===== src/hw/rtl/wls_pkg.sv =====
`default_nettype none

package wls_pkg;

  localparam int MAX_ENTRIES = 6;

  localparam int ROLL_W  = 17;
  localparam int FRAC_W  = 16;
  localparam int COUNT_W = 3;
  localparam int WEIGHT_W = 10;
  localparam int INDEX_W = 3;
  localparam int STATUS_W = 2;
  localparam int CFG_IDX_W = 3;
  localparam int CFG_DATA_W = 10;

  // Sum of all weights at full scale fits here.
  localparam int SUM_W  = WEIGHT_W + $clog2(MAX_ENTRIES + 1);
  localparam int PROD_W = ROLL_W + SUM_W;

  localparam logic [ROLL_W-1:0] ROLL_ONE = ROLL_W'(1) << FRAC_W;

  // Register indexes on the configuration port.
  localparam logic [CFG_IDX_W-1:0] REG_ENTRY_COUNT = 3'd0;
  localparam logic [CFG_IDX_W-1:0] REG_ENABLE_MASK = 3'd1;
  localparam logic [CFG_IDX_W-1:0] REG_WEIGHT_BASE = 3'd2;

  typedef enum logic [STATUS_W-1:0] {
    PICK_HIT  = 2'd0,
    PICK_ZERO = 2'd1,
    PICK_NONE = 2'd2,
    PICK_LAST = 2'd3
  } pick_status_t;

  typedef struct packed {
    logic [COUNT_W-1:0]                      entry_count;
    logic [MAX_ENTRIES-1:0]                  enable_mask;
    logic [MAX_ENTRIES-1:0][WEIGHT_W-1:0]    weight;
  } wls_cfg_t;

  typedef struct packed {
    logic [INDEX_W-1:0] chosen_index;
    pick_status_t       pick_status;
  } pick_t;

endpackage

`default_nettype wire


===== src/hw/rtl/wls_req_if.sv =====
`default_nettype none

interface wls_req_if import wls_pkg::*; ();
  logic              valid;
  logic              ready;
  logic [ROLL_W-1:0] roll;

  modport source (output valid, output roll, input ready);
  modport sink   (input valid, input roll, output ready);
endinterface

`default_nettype wire


===== src/hw/rtl/wls_rsp_if.sv =====
`default_nettype none

interface wls_rsp_if import wls_pkg::*; ();
  logic                valid;
  logic                ready;
  logic [INDEX_W-1:0]  chosen_index;
  logic [STATUS_W-1:0] pick_status;

  modport source (output valid, output chosen_index, output pick_status, input ready);
  modport sink   (input valid, input chosen_index, input pick_status, output ready);
endinterface

`default_nettype wire


===== src/hw/rtl/wls_pick.sv =====
`default_nettype none

module wls_pick import wls_pkg::*; (
  input  wls_cfg_t          cfg,
  input  logic [ROLL_W-1:0] roll,
  output pick_t             pick
);

  logic [COUNT_W-1:0]                 eff_count;
  logic [MAX_ENTRIES-1:0]             part;
  logic [MAX_ENTRIES-1:0][SUM_W-1:0]  run;
  logic [MAX_ENTRIES-1:0]             hit;
  logic [SUM_W-1:0]                   total;
  logic [PROD_W-1:0]                  target;

  always_comb begin
    logic [SUM_W-1:0] acc;
    eff_count = (cfg.entry_count > COUNT_W'(MAX_ENTRIES)) ? COUNT_W'(MAX_ENTRIES)
                                                          : cfg.entry_count;
    acc = '0;
    for (int i = 0; i < MAX_ENTRIES; i++) begin
      part[i] = (COUNT_W'(i) < eff_count) && cfg.enable_mask[i];
      if (part[i]) begin
        acc = acc + SUM_W'(cfg.weight[i]);
      end
      run[i] = acc;
    end
    total  = acc;
    target = PROD_W'(roll) * PROD_W'(total);
    // Running sum scaled to the roll's fraction reaches the cursor.
    for (int i = 0; i < MAX_ENTRIES; i++) begin
      hit[i] = part[i] && (PROD_W'({run[i], {FRAC_W{1'b0}}}) >= target);
    end
  end

  always_comb begin
    logic [INDEX_W-1:0] first_idx;
    logic [INDEX_W-1:0] last_idx;
    logic [INDEX_W-1:0] hit_idx;
    first_idx = '0;
    last_idx  = '0;
    hit_idx   = '0;
    for (int i = MAX_ENTRIES - 1; i >= 0; i--) begin
      if (part[i]) first_idx = INDEX_W'(i);
      if (hit[i])  hit_idx   = INDEX_W'(i);
    end
    for (int i = 0; i < MAX_ENTRIES; i++) begin
      if (part[i]) last_idx = INDEX_W'(i);
    end

    if (part == '0) begin
      pick.chosen_index = '0;
      pick.pick_status  = PICK_NONE;
    end else if (total == '0) begin
      pick.chosen_index = first_idx;
      pick.pick_status  = PICK_ZERO;
    end else if (hit != '0) begin
      pick.chosen_index = hit_idx;
      pick.pick_status  = PICK_HIT;
    end else begin
      pick.chosen_index = last_idx;
      pick.pick_status  = PICK_LAST;
    end
  end

endmodule

`default_nettype wire


===== src/hw/rtl/weighted_layer_select.sv =====
// weighted_layer_select: roulette-wheel pick of one of up to six weighted
// entries.
//
// Channels: req carries one roll word (17-bit fixed point, 65536 = one) and
// rsp returns one word per roll with chosen_index and pick_status. Both use
// valid/ready; a word moves on a rising edge where both are high.
// Configuration: write cfg_data to register cfg_index when cfg_en is high
// (0 entry count, 1 enable mask, 2..7 weights). Write only while idle.
//
// Pipeline: a roll accepted on req passes through the roll register, one
// 17x13 multiply plus six compares, then the result register. Throughput
// is one roll per cycle while rsp does not stall.
// When rsp stalls, the result register holds and the roll register fills;
// req.ready drops only once both are full, and rises again in the cycle the
// receiver takes the result.
// Reset (rst, synchronous) clears both valid flags and all configuration
// registers, so with nothing enabled every roll returns index 0, status 2.

`default_nettype none

module weighted_layer_select import wls_pkg::*; (
  input  logic                  clk,
  input  logic                  rst,
  input  logic                  cfg_en,
  input  logic [CFG_IDX_W-1:0]  cfg_index,
  input  logic [CFG_DATA_W-1:0] cfg_data,
  wls_req_if.sink               req,
  wls_rsp_if.source             rsp
);

  wls_cfg_t          cfg;
  logic              s1_valid;
  logic [ROLL_W-1:0] s1_roll;
  logic [ROLL_W-1:0] roll_sat;
  logic              s1_go;
  logic              req_take;
  pick_t             pick_next;
  pick_t             pick;
  logic              out_valid;

  // Configuration registers; indexes past the last weight are dropped.
  always_ff @(posedge clk) begin
    if (rst) begin
      cfg <= '0;
    end else if (cfg_en) begin
      case (cfg_index)
        REG_ENTRY_COUNT: cfg.entry_count <= cfg_data[COUNT_W-1:0];
        REG_ENABLE_MASK: cfg.enable_mask <= cfg_data[MAX_ENTRIES-1:0];
        default: begin
          for (int i = 0; i < MAX_ENTRIES; i++) begin
            if (cfg_index == REG_WEIGHT_BASE + CFG_IDX_W'(i)) begin
              cfg.weight[i] <= cfg_data[WEIGHT_W-1:0];
            end
          end
        end
      endcase
    end
  end

  // Advance the roll stage whenever the result register is free or drains.
  assign s1_go     = !out_valid || rsp.ready;
  assign req.ready = !s1_valid || s1_go;
  assign req_take  = req.valid && req.ready;

  // Clamp rolls above one as they enter.
  assign roll_sat = (req.roll > ROLL_ONE) ? ROLL_ONE : req.roll;

  always_ff @(posedge clk) begin
    if (rst) begin
      s1_valid <= 1'b0;
    end else if (req_take) begin
      s1_valid <= 1'b1;
    end else if (s1_go) begin
      s1_valid <= 1'b0;
    end
  end

  always_ff @(posedge clk) begin
    if (req_take) begin
      s1_roll <= roll_sat;
    end
  end

  wls_pick u_pick (
    .cfg  (cfg),
    .roll (s1_roll),
    .pick (pick_next)
  );

  // Result register: hold while the receiver stalls.
  always_ff @(posedge clk) begin
    if (rst) begin
      out_valid <= 1'b0;
    end else if (s1_go) begin
      out_valid <= s1_valid;
    end
  end

  always_ff @(posedge clk) begin
    if (s1_go && s1_valid) begin
      pick <= pick_next;
    end
  end

  assign rsp.valid        = out_valid;
  assign rsp.chosen_index = pick.chosen_index;
  assign rsp.pick_status  = pick.pick_status;

endmodule

`default_nettype wire

===== src/flat_wrapper.sv =====
// flat-port wrapper written by rule: the top's interface ports become plain ports
module weighted_layer_select_flat import wls_pkg::*;
  (clk, rst, cfg_en, cfg_index, cfg_data, req_valid, req_roll, req_ready, rsp_valid, rsp_chosen_index, rsp_pick_status, rsp_ready);
  wls_req_if req_i ();
  wls_rsp_if rsp_i ();
  input  logic clk;
  input  logic rst;
  input  logic cfg_en;
  input  logic [CFG_IDX_W-1:0] cfg_index;
  input  logic [CFG_DATA_W-1:0] cfg_data;
  input wire logic [$bits(req_i.valid)-1:0] req_valid;
  input wire logic [$bits(req_i.roll)-1:0] req_roll;
  output wire logic [$bits(req_i.ready)-1:0] req_ready;
  output wire logic [$bits(rsp_i.valid)-1:0] rsp_valid;
  output wire logic [$bits(rsp_i.chosen_index)-1:0] rsp_chosen_index;
  output wire logic [$bits(rsp_i.pick_status)-1:0] rsp_pick_status;
  input wire logic [$bits(rsp_i.ready)-1:0] rsp_ready;
  assign req_i.valid = req_valid;
  assign req_i.roll = req_roll;
  assign req_ready = req_i.ready;
  assign rsp_valid = rsp_i.valid;
  assign rsp_chosen_index = rsp_i.chosen_index;
  assign rsp_pick_status = rsp_i.pick_status;
  assign rsp_i.ready = rsp_ready;
  weighted_layer_select u_core (.clk(clk), .rst(rst), .cfg_en(cfg_en), .cfg_index(cfg_index), .cfg_data(cfg_data), .req(req_i), .rsp(rsp_i));
endmodule

===== config.mk =====
export PLATFORM = sky130hd
export DESIGN_NAME = weighted_layer_select_flat
export DESIGN_NICKNAME = d
export VERILOG_FILES = /design/src/hw/rtl/wls_pkg.sv /design/src/hw/rtl/wls_req_if.sv /design/src/hw/rtl/wls_rsp_if.sv /design/src/hw/rtl/wls_pick.sv /design/src/hw/rtl/weighted_layer_select.sv /design/src/flat_wrapper.sv
export SDC_FILE = /design/constraint.sdc
export NUM_CORES = 1
export LEC_CHECK = 0
export ABC_AREA = 1
export BUFFER_PORTS_ARGS = -buffer_cell sky130_fd_sc_hd__buf_2
export CAP_MARGIN = 20
export CORE_MARGIN = 2
export CORE_UTILIZATION = 40
export DETAILED_ROUTE_END_ITERATION = 16
export HOLD_SLACK_MARGIN = 0.08
export PLACE_DENSITY = 0.69
export RECOVER_POWER = 25
export SYNTH_ARGS = -nofsm -noshare
export SYNTH_HDL_FRONTEND = slang
export SYNTH_SLANG_ARGS = --single-unit

===== constraint.sdc =====
create_clock -name clk -period 13.52 [get_ports clk]
set_clock_uncertainty 0.1 [all_clocks]
set_input_delay 3.38 -clock clk [delete_from_list [all_inputs] [get_ports clk]]
set_output_delay 3.38 -clock clk [all_outputs]
set_load 0.005 [all_outputs]

==> results.sh, run 1 <==
export IMPL_vias=15100
export IMPL_status="finished with violations"
export IMPL_root_buffer="clkbuf_16"
export IMPL_fin_crit_sh_pct=96.3
export IMPL_fillCellCount=3906
export IMPL_ys_ff_latch=93
export IMPL_cellLeakagePower_nw=9.41
export IMPL_hold_path_class="reg2reg"
export IMPL_rows=72
export IMPL_clk_latency_ns=0.38
export IMPL_overflow=0
export IMPL_report_final_slew_viol_count=72
export IMPL_dp_hpwl_mm=39.1
export IMPL_synthesis_nets=2651
export IMPL_viasPerCell=5.24
export IMPL_wirelength_mm=48.6
export IMPL_cp_slowest_cell="fa_1"
export IMPL_ys_seq_area_share_pct=13.2
export IMPL_tightest_slew_ns=3.17
export IMPL_syn_instance_count=2261
export IMPL_hold_viol_final=0
export IMPL_drt_iter0_drc=1294
export IMPL_max_freq_mhz=76.8
export IMPL_ir_drop_mv=0.0645
export IMPL_synth_edf_count=22
export IMPL_initial_core_util_pct=40.6
export IMPL_diodes=0
export IMPL_critPathMaxFanout=5
export IMPL_wire_per_inst_um=16.8
export IMPL_fp_dieArea_um2=40900
export IMPL_areaGrowthSynthToFinish_pct=16.3
export IMPL_async_flop_share_pct=0
export IMPL_cts_buffers=9
export IMPL_hold_buffers=0
export IMPL_path_common_cell="nand2_1"
export IMPL_drtAntennaViolNets=0
export IMPL_cts_path_max_buffers=2
export IMPL_whs_path_depth=2
export IMPL_final_common_cell="nand2_1"
export IMPL_power_uw=721
export IMPL_grt_max_degree=72
export IMPL_path_clk_slew_ns=0.07
export IMPL_fin_crit_ns=13.02
export IMPL_cp_arrival_ns=13.06
export IMPL_cp_start_kind="flip-flop"
export IMPL_io_pins=42
export IMPL_final_cell_mix="nand2_1 (566), inv_1 (408), nor2_1 (199)"
export IMPL_cts_tree="yes"
export IMPL_synth_cell_area_um2=15700
export IMPL_synth_cell_types=50
export IMPL_die_h_um=202
export IMPL_synth_area_leaders="fa_1 (22%), ha_1 (15%), nand2_1 (14%), inv_1 (9.9%), dfxtp_1 (9.0%)"
export IMPL_grt_pass1_vias=14700
export IMPL_drc=0
export IMPL_cts_max_level=3
export IMPL_antenna_found_initial=1
export IMPL_path_class="reg2reg"
export IMPL_p_per_area_nw_per_um2=39.4
export IMPL_synth_avg_cell_area_um2=6.96
export IMPL_ys_warn_count=0
export IMPL_fin_util_pct=47.2
export IMPL_port_buffers=41
export IMPL_ys_flop_type="dfxtp_1"
export IMPL_slew_headroom_pct=-111
export IMPL_grt_usage_pct=23.6
export IMPL_clock_sinks=93
export IMPL_grt_pass1_wl_mm=76.3
export IMPL_cp_end_kind="flip-flop"
export IMPL_slowest_delay_ns=0.53
export IMPL_yosys_area_top_type="fa_1"
export IMPL_yosysTopAreaCellShare_pct=21.5
export IMPL_nets=2758
export IMPL_reg2reg_depth=80
export IMPL_setup_viol=0
export IMPL_fp_dieW_um=202
export IMPL_violations="capacitance limit, slew limit"
export IMPL_gp_congestion=0.965
export IMPL_drive_gt1_share_pct=14.8
export IMPL_drv_cap=1
export IMPL_core_area_um2=38700
export IMPL_firstDrtPassIters=6
export IMPL_crit_required_ns=13.55
-- cell type report --
class                      instances  area [um^2]  area share (%)
multi-input combinational       1680        12500            68.5
clock buffer                      11          253            1.38
tap                              518          648            3.54
clock inverter                     5         63.8           0.349
inverter                         434         1640            8.97
timing repair buffer             150         1070            5.83
sequential                        93         2090            11.4
-- power breakdown --
group / internal [mW] / switching, mW / total (mW) / leakage [nW]
clock: 0.156 / 0.131 / 0.287 / 0.158
sequential: 0.294 / 0.0148 / 0.309 / 0.794
combinational: 0.0424 / 0.0825 / 0.125 / 8.46
-- cell usage after synthesis, drive strengths merged, types with 2 or more instances --
master    n
nor2    216
a211oi   16
ha      186
o211ai    2
o31ai     6
fa      169
a21boi    3
inv     430
clkbuf   32
xnor2     8
nand3b    4
a21o      7
edfxtp   22
xor2     24
and2      7
nor3     19
nand2   596
clkinv    4
o21a      7
o221a     3
and3      5
o21ai    68
dfxtp    71
nand4    26
o21bai    5
buf      22
nand3   129
or2      11
nor4      6
a31oi     4
a21oi   147
-- critical path, delay by kind of cell, from the launching register on --
family | cells | cell delay (ns)
compound gates | 11 | 1.73
flops | 1 | 0.37
fa+ha+maj | 13 | 4.82
buf+inv | 15 | 1.27
simple gates | 38 | 4.01
xor+xnor | 3 | 0.48
-- sequential cells by signal, indices dropped and copies added, names as in the netlist --
signal,count
u_core.cfg,69
u_core.s1_roll,17
u_core.rsp.chosen_index,3
u_core.rsp.pick_status,2
u_core.rsp.valid,1
u_core.s1_valid,1
-- metrics by stage --
step	area [um^2]	TNS, ns	setup slack, ns	instances	hold WS (ns)
2_1_floorplan	15700	0	0.870	2261	0.337
3_3_place_gp	17100	-0.254	-0.134	2857	0.354
3_5_place_dp	17100	-1.71	-0.430	2857	0.355
4_1_cts	17500	0	0.00857	2877	0.367
5_1_grt	18300	-0.853	-0.216	2891	0.385
6_report	18300	0	0.499	2891	0.366
-- kinds of logic after synthesis --
logic type               count (synthesis)  share of synthesized area (%)
AO/OA/AOI/OAI                          272                           9.79
XOR/XNOR                                33                           1.97
adder cells (fa/ha/maj)                356                           36.4
buffers and inverters                  488                           11.7
flip-flops                              93                           13.2
AND/OR/NAND/NOR                       1019                           26.9
-- metal layers --
| metal | track usage, % | share of wire, % | vias up |
|---|---|---|---|
| met5 | 0 | 0.029 | - |
| met4 | 7.59 | 2.9 | 2 |
| met3 | 3.22 | 7.2 | 85 |
| met2 | 38.5 | 47 | 494 |
| met1 | 32.3 | 43 | 7264 |
| li1 | - | - | 7296 |
-- final timing paths --
kind                               start  slack (ns)                                  endpoint
max          u_core.cfg[68]$_SDFFE_PP0P_        0.50  u_core.rsp.chosen_index[2]$_SDFFCE_PN0P_
min           u_core.cfg[8]$_SDFFE_PP0P_        0.37                u_core.cfg[8]$_SDFFE_PP0P_
min reg2reg   u_core.cfg[8]$_SDFFE_PP0P_        0.37                u_core.cfg[8]$_SDFFE_PP0P_
max reg2reg  u_core.cfg[68]$_SDFFE_PP0P_        0.50  u_core.rsp.chosen_index[2]$_SDFFCE_PN0P_
-- repair_timing --
item / 4_1_cts / 5_1_grt
endpoints found under the setup margin: 5 / 5
setup buffers: 4 / 14
gates resized for setup: 8 / 163
pin swaps: 2 / 57
Note: power is estimated with default switching activity, not from simulation.
==> inputs of run 2 (changes only) <==
- ABC_AREA: 1 -> unset
==> run 2 against run 1 <==
  * The run ends with capacitance limit, slew limit, setup timing left
  * Final cell count decreased by 0.35%
  * Hold slack lost 0.013 ns
  * Worst setup slack got worse by 1.1 ns
  * Synthesized area grew 2.3%
  * Design area is 14% higher
  * Combinational power shrank 44%
  * Power is 7.9% lower
  * Fmax down 7.5%
  * Critical path depth decreased by 16
  * Via count is 6.2% higher
  * Clock power fell by 2%
  * Sequential power grew 2%
  * Largest power group unchanged
==> results.sh, run 2 <==
export IMPL_status="finished with violations"
export IMPL_violations="capacitance limit, slew limit, setup timing"
export IMPL_grt_usage_pct=25.6
export IMPL_cts_path_max_buffers=2
export IMPL_p_per_area_nw_per_um2=31.7
export IMPL_path_clk_slew_ns=0.09
export IMPL_fin_crit_ns=14.08
export IMPL_wirelength_mm=53.2
export IMPL_firstDrtPassIters=6
export IMPL_rsz0062_at_grt="true"
export IMPL_wire_per_inst_um=18.5
export IMPL_synth_most_common_cell="nand2_1"
export IMPL_synth_edf_count=22
export IMPL_nets=2740
export IMPL_timing_final_ws_setup_ns=-0.559
export IMPL_root_buffer="clkbuf_16"
export IMPL_cp_slowest_cell="fa_1"
export IMPL_grt_pass1_vias=16300
export IMPL_synth_cell_area_um2=16100
export IMPL_report_final_slew_viol_count=72
export IMPL_ys_warn_count=0
export IMPL_clk_latency_ns=0.39
export IMPL_clock_sinks=93
export IMPL_synthesis_nets=2383
export IMPL_place_area_um2=19300
export IMPL_io_pins=42
export IMPL_antenna_found_initial=0
export IMPL_fin_crit_sh_pct=104
export IMPL_vias=16100
export IMPL_final_cell_mix="buf_4 (367), nand2_1 (326), inv_1 (227)"
export IMPL_cts_buffers=9
export IMPL_ys_ff_latch=93
export IMPL_path_class="reg2reg"
export IMPL_drc=0
export IMPL_slew_headroom_pct=-126
export IMPL_crit_required_ns=13.66
export IMPL_setup_viol=5
export IMPL_ir_drop_mv=0.0543
export IMPL_fp_dieW_um=205
export IMPL_core_area_um2=39700
export IMPL_regMostFlops="u_core.cfg"
export IMPL_final_common_cell="buf_4"
export IMPL_ys_seq_area_share_pct=12.9
export IMPL_viasPerCell=5.58
export IMPL_slowest_delay_ns=0.54
export IMPL_grt_max_degree=72
export IMPL_cts_tree="yes"
export IMPL_hold_viol_final=0
export IMPL_hold_path_class="reg2reg"
export IMPL_tightest_slew_ns=3.39
export IMPL_cellLeakagePower_nw=10.2
export IMPL_ys_flop_type="dfxtp_1"
export IMPL_syn_instance_count=1993
export IMPL_rows=73
export IMPL_largest_register_ff_count=69
export IMPL_cp_start_kind="flip-flop"
export IMPL_drtAntennaViolNets=0
export IMPL_multi_input_area_um2=13800
export IMPL_path_common_cell="fa_1"
export IMPL_gp_congestion=0.986
export IMPL_initial_core_util_pct=40.5
export IMPL_yosys_area_top_type="fa_1"
export IMPL_areaGrowthSynthToFinish_pct=30.1
export IMPL_fillCellCount=3602
export IMPL_cts_max_level=3
export IMPL_grt_pass1_wl_mm=84.4
export IMPL_fp_dieArea_um2=41800
export IMPL_cp_arrival_ns=14.22
export IMPL_drv_cap=1
export IMPL_synth_avg_cell_area_um2=8.07
export IMPL_final_area_um2=20900
export IMPL_dp_hpwl_mm=40.9
export IMPL_overflow=0
export IMPL_async_flop_share_pct=0
export IMPL_yosysTopAreaCellShare_pct=21.0
export IMPL_drt_iter0_drc=1152
export IMPL_port_buffers=41
export IMPL_final_seq_area_um2=2080
export IMPL_drive_gt1_share_pct=26.7
export IMPL_synth_cell_types=85
export IMPL_cp_end_kind="flip-flop"
export IMPL_max_freq_mhz=71.0
export IMPL_synth_common_cells="nand2_1 (329), inv_1 (235), ha_1 (186)"
export IMPL_die_h_um=205
export IMPL_synth_area_leaders="fa_1 (21%), ha_1 (14%), dfxtp_1 (8.8%), nand2_1 (7.7%), inv_1 (5.5%)"
export IMPL_fin_util_pct=52.7
export IMPL_critPathMaxFanout=6
==> run 2: critical path, delay by kind of cell (launching register included) <==
family | cells | cell delay (ns)
AOI/OAI and AO/OA | 22 | 3.67
buffers and inverters | 12 | 1.38
muxes | 2 | 0.34
xor gates and xnor gates | 1 | 0.30
and+or+nand+nor | 14 | 2.99
adders and majority gates | 13 | 4.84
DFF | 1 | 0.32
==> run 2: path summary, 6_finish.rpt <==
check	startpoint	slack [ns]	endpoint	cells after the start
worst min-delay path	u_core.cfg[7]$_SDFFE_PP0P_	0.35	u_core.cfg[7]$_SDFFE_PP0P_	2
worst min register to register	u_core.cfg[7]$_SDFFE_PP0P_	0.35	u_core.cfg[7]$_SDFFE_PP0P_	2
worst max register to register	u_core.cfg[66]$_SDFFE_PP0P_	-0.56	u_core.rsp.chosen_index[0]$_SDFFCE_PN0P_	64
worst max-delay path	u_core.cfg[66]$_SDFFE_PP0P_	-0.56	u_core.rsp.chosen_index[0]$_SDFFCE_PN0P_	64
==> run 2: logic make-up after synthesis <==
kind of cell	Yosys count	share of synthesized area (%)
compound gates	429	18.0
mux	25	1.64
buf+inv	313	7.45
simple gates	724	21.3
xor+xnor	52	3.03
fa+ha+maj	357	35.6
flops	93	12.9
==> run 2: layer usage <==
layer | vias up | track usage [%] | wire length [um]
li1 | 7484 | - | -
met1 | 7907 | 33.0 | 22500
met2 | 567 | 43.3 | 25700
met3 | 128 | 2.35 | 2820
met4 | 0 | 11.7 | 2260
met5 | - | 0 | 0
==> run 2: final cells by class <==
class / count / area share, %
Clock buffer: 9 / 1.08
Antenna cell: 1 / 0.0120
Multi-Input combinational cell: 1588 / 66.1
Tap cell: 525 / 3.14
Inverter: 235 / 4.22
Timing Repair Buffer: 423 / 15.1
Sequential cell: 93 / 9.96
Clock inverter: 7 / 0.359
==> run 2: timing repair <==
item / in CTS / in global routing
setup buffers: 44 / 30
hold buffers: 0 / 0
endpoints found under the hold margin: 0 / 0
pin swaps: 65 / 91
setup endpoints to repair: 5 / 5
resized for setup: 58 / 105
cloned: 1 / 0
==> run 2: power breakdown <==
group / internal (mW) / switching, mW
sequential: 0.293 / 0.0203
clock: 0.132 / 0.148
combinational: 0.0293 / 0.0411
==> run 2: through the flow <==
| stage | hold WS, ns | TNS (ns) | power [mW] | worst slack [ns] | cells |
|---|---|---|---|---|---|
| 2_1_floorplan | 0.332 | -0.0756 | 0.349 | -0.0413 | 1993 |
| 3_3_place_gp | 0.340 | -4.37 | 0.382 | -0.918 | 2791 |
| 3_5_place_dp | 0.345 | -6.14 | 0.384 | -1.33 | 2791 |
| 4_1_cts | 0.355 | -2.87 | 0.663 | -0.659 | 2852 |
| 5_1_grt | 0.380 | -5.72 | 0.680 | -1.22 | 2880 |
| 6_report | 0.353 | -2.49 | 0.664 | -0.559 | 2881 |
==> inputs of run 3 (changes only) <==
- TNS_END_PERCENT: unset -> 20
==> run 3 against run 2 <==
  * Final cell count increased by 0.38%
  * Global-route usage increased by 0.85 points
  * Worst setup slack got worse by 0.19 ns
  * Utilization increased by 0.36 points
  * Clock-buffer cell count unchanged
  * Sequential cell count unchanged
  * Hold slack improved by 0.0018 ns
  * Fmax decreased by 1.3%
  * Critical path depth increased by 2
  * Routed wire length increased by 2.4%
  * Combinational power increased by 1%
  * The flow still finishes with violations (capacitance limit, slew limit, setup timing)
==> results.sh, run 3 (synthesis results as in run 2) <==
export IMPL_setup_viol=5
export IMPL_core_area_um2=39700
export IMPL_gp_congestion=0.953
export IMPL_clk_latency_ns=0.38
export IMPL_cp_slowest_cell="fa_2"
export IMPL_port_buffers=41
export IMPL_areaGrowthSynthToFinish_pct=30.9
export IMPL_cts_path_max_buffers=2
export IMPL_timing_final_ws_setup_ns=-0.747
export IMPL_fp_dieW_um=205
export IMPL_fp_dieArea_um2=41800
export IMPL_diodes=0
export IMPL_largest_register_ff_count=69
export IMPL_fin_crit_ns=14.27
export IMPL_nets=2752
export IMPL_ir_drop_mv=0.0473
export IMPL_final_common_cell="buf_4"
export IMPL_tightest_slew_ns=3.47
export IMPL_intPower_uw=452
export IMPL_report_final_slew_viol_count=72
export IMPL_drive_gt1_share_pct=27.1
export IMPL_grt_usage_pct=26.4
export IMPL_slowest_delay_ns=0.60
export IMPL_hold_buffers=0
export IMPL_cts_buffers=9
export IMPL_firstDrtPassIters=5
export IMPL_drt_iter0_drc=1055
export IMPL_drc=0
export IMPL_path_common_cell="buf_4"
export IMPL_seqPwrFrac_pct=48.2
export IMPL_p_switching_uw=199
export IMPL_drv_cap=1
export IMPL_rows=73
export IMPL_crit_required_ns=13.66
export IMPL_grt_pass1_wl_mm=87.0
export IMPL_cp_end_kind="flip-flop"
export IMPL_initial_core_util_pct=40.5
export IMPL_slew_headroom_pct=-131
export IMPL_grt_max_degree=72
export IMPL_cts_max_level=3
export IMPL_path_class="reg2reg"
export IMPL_final_area_um2=21100
export IMPL_hold_path_class="reg2reg"
export IMPL_cts_tree="yes"
export IMPL_power_uw=651
export IMPL_cp_arrival_ns=14.41
export IMPL_cp_start_kind="flip-flop"
export IMPL_io_pins=42
export IMPL_whs_ns=0.354
export IMPL_pwr_share_comb_pct=11.0
export IMPL_swShare_pct=30.5
export IMPL_dp_slack_ns=-1.33
export IMPL_clkPwrFrac_pct=40.8
export IMPL_regMostFlops="u_core.cfg"
export IMPL_fin_crit_sh_pct=106
export IMPL_fillCellCount=3613
export IMPL_overflow=0
export IMPL_antenna_found_initial=0
export IMPL_final_cell_mix="buf_4 (377), nand2_1 (324), inv_1 (227)"
export IMPL_place_area_um2=19500
export IMPL_vias=16100
export IMPL_clock_sinks=93
export IMPL_root_buffer="clkbuf_16"
export IMPL_multi_input_area_um2=13900
export IMPL_hold_viol_final=0
export IMPL_wirelength_mm=54.5
export IMPL_drtAntennaViolNets=0
export IMPL_viasPerCell=5.56
export IMPL_p_per_area_nw_per_um2=30.9
export IMPL_critPathMaxFanout=5
export IMPL_max_freq_mhz=70.1
export IMPL_cellLeakagePower_nw=10.3
export IMPL_path_clk_slew_ns=0.08
export IMPL_die_h_um=205
export IMPL_status="finished with violations"
export IMPL_violations="capacitance limit, slew limit, setup timing"
export IMPL_final_seq_area_um2=2080
export IMPL_grt_pass1_vias=16300
export IMPL_wire_per_inst_um=18.8
export IMPL_dp_hpwl_mm=41.8
export IMPL_rsz0062_at_grt="true"
run 3: final timing paths:
kind	from	to	slack [ns]	depth (start not counted)
worst max-delay path	u_core.cfg[66]$_SDFFE_PP0P_	u_core.rsp.chosen_index[1]$_SDFFCE_PN0P_	-0.75	66
worst min register to register	u_core.cfg[4]$_SDFFE_PP0P_	u_core.cfg[4]$_SDFFE_PP0P_	0.35	2
worst max register to register	u_core.cfg[66]$_SDFFE_PP0P_	u_core.rsp.chosen_index[1]$_SDFFCE_PN0P_	-0.75	66
worst min-delay path	u_core.cfg[4]$_SDFFE_PP0P_	u_core.cfg[4]$_SDFFE_PP0P_	0.35	2
run 3: timing repair:
item	CTS	global route
setup endpoints to repair	5	5
gates resized for setup	72	87
pin swaps	85	75
cloned	2	0
setup buffers	45	14
run 3: power groups by stage:
| stage | registers [mW] | logic [mW] | clock network, mW |
|---|---|---|---|
| floorplan | 0.304 | 0.0454 | 0 |
| global placement | 0.318 | 0.0643 | 0 |
| detailed placement | 0.319 | 0.0663 | 0 |
| CTS | 0.313 | 0.0682 | 0.271 |
| global route | 0.315 | 0.0773 | 0.278 |
| finish | 0.314 | 0.0714 | 0.265 |
run 3: per-layer routing:
layer / routed length, um / vias to the layer above / track usage [%]
li1: - / 7506 / -
met1: 22900 / 7904 / 33.9
met2: 26100 / 545 / 44.3
met3: 3150 / 131 / 3.55
met4: 2390 / 0 / 11.7
met5: 0 / - / 0
run 3: critical path: cells and delay by family (launching register included):
family,cells,cell delay (ns)
and+or+nand+nor,15,2.79
xor gates and xnor gates,3,0.41
muxes,1,0.30
DFF,1,0.33
buffers and inverters,13,1.59
AOI/OAI and AO/OA,21,3.91
adders and majority gates,13,4.66
run 3: through the flow:
stage | util [%] | TNS (ns) | cells
detailed placement | 49.1 | -6.30 | 2815
global placement | 49.1 | -5.12 | 2815
finish | 53.0 | -3.51 | 2892
CTS | 51.8 | -2.50 | 2878
floorplan | - | -0.0690 | 1993
global route | 53.0 | -5.74 | 2892
run 3: cell type report:
type,count,area share [%]
clock inverters,7,0.315
clock buffers,9,1.07
multi-input cells,1588,65.8
repair buffers,435,15.7
well taps,525,3.12
inverters,235,4.19
flip-flops and latches,93,9.89
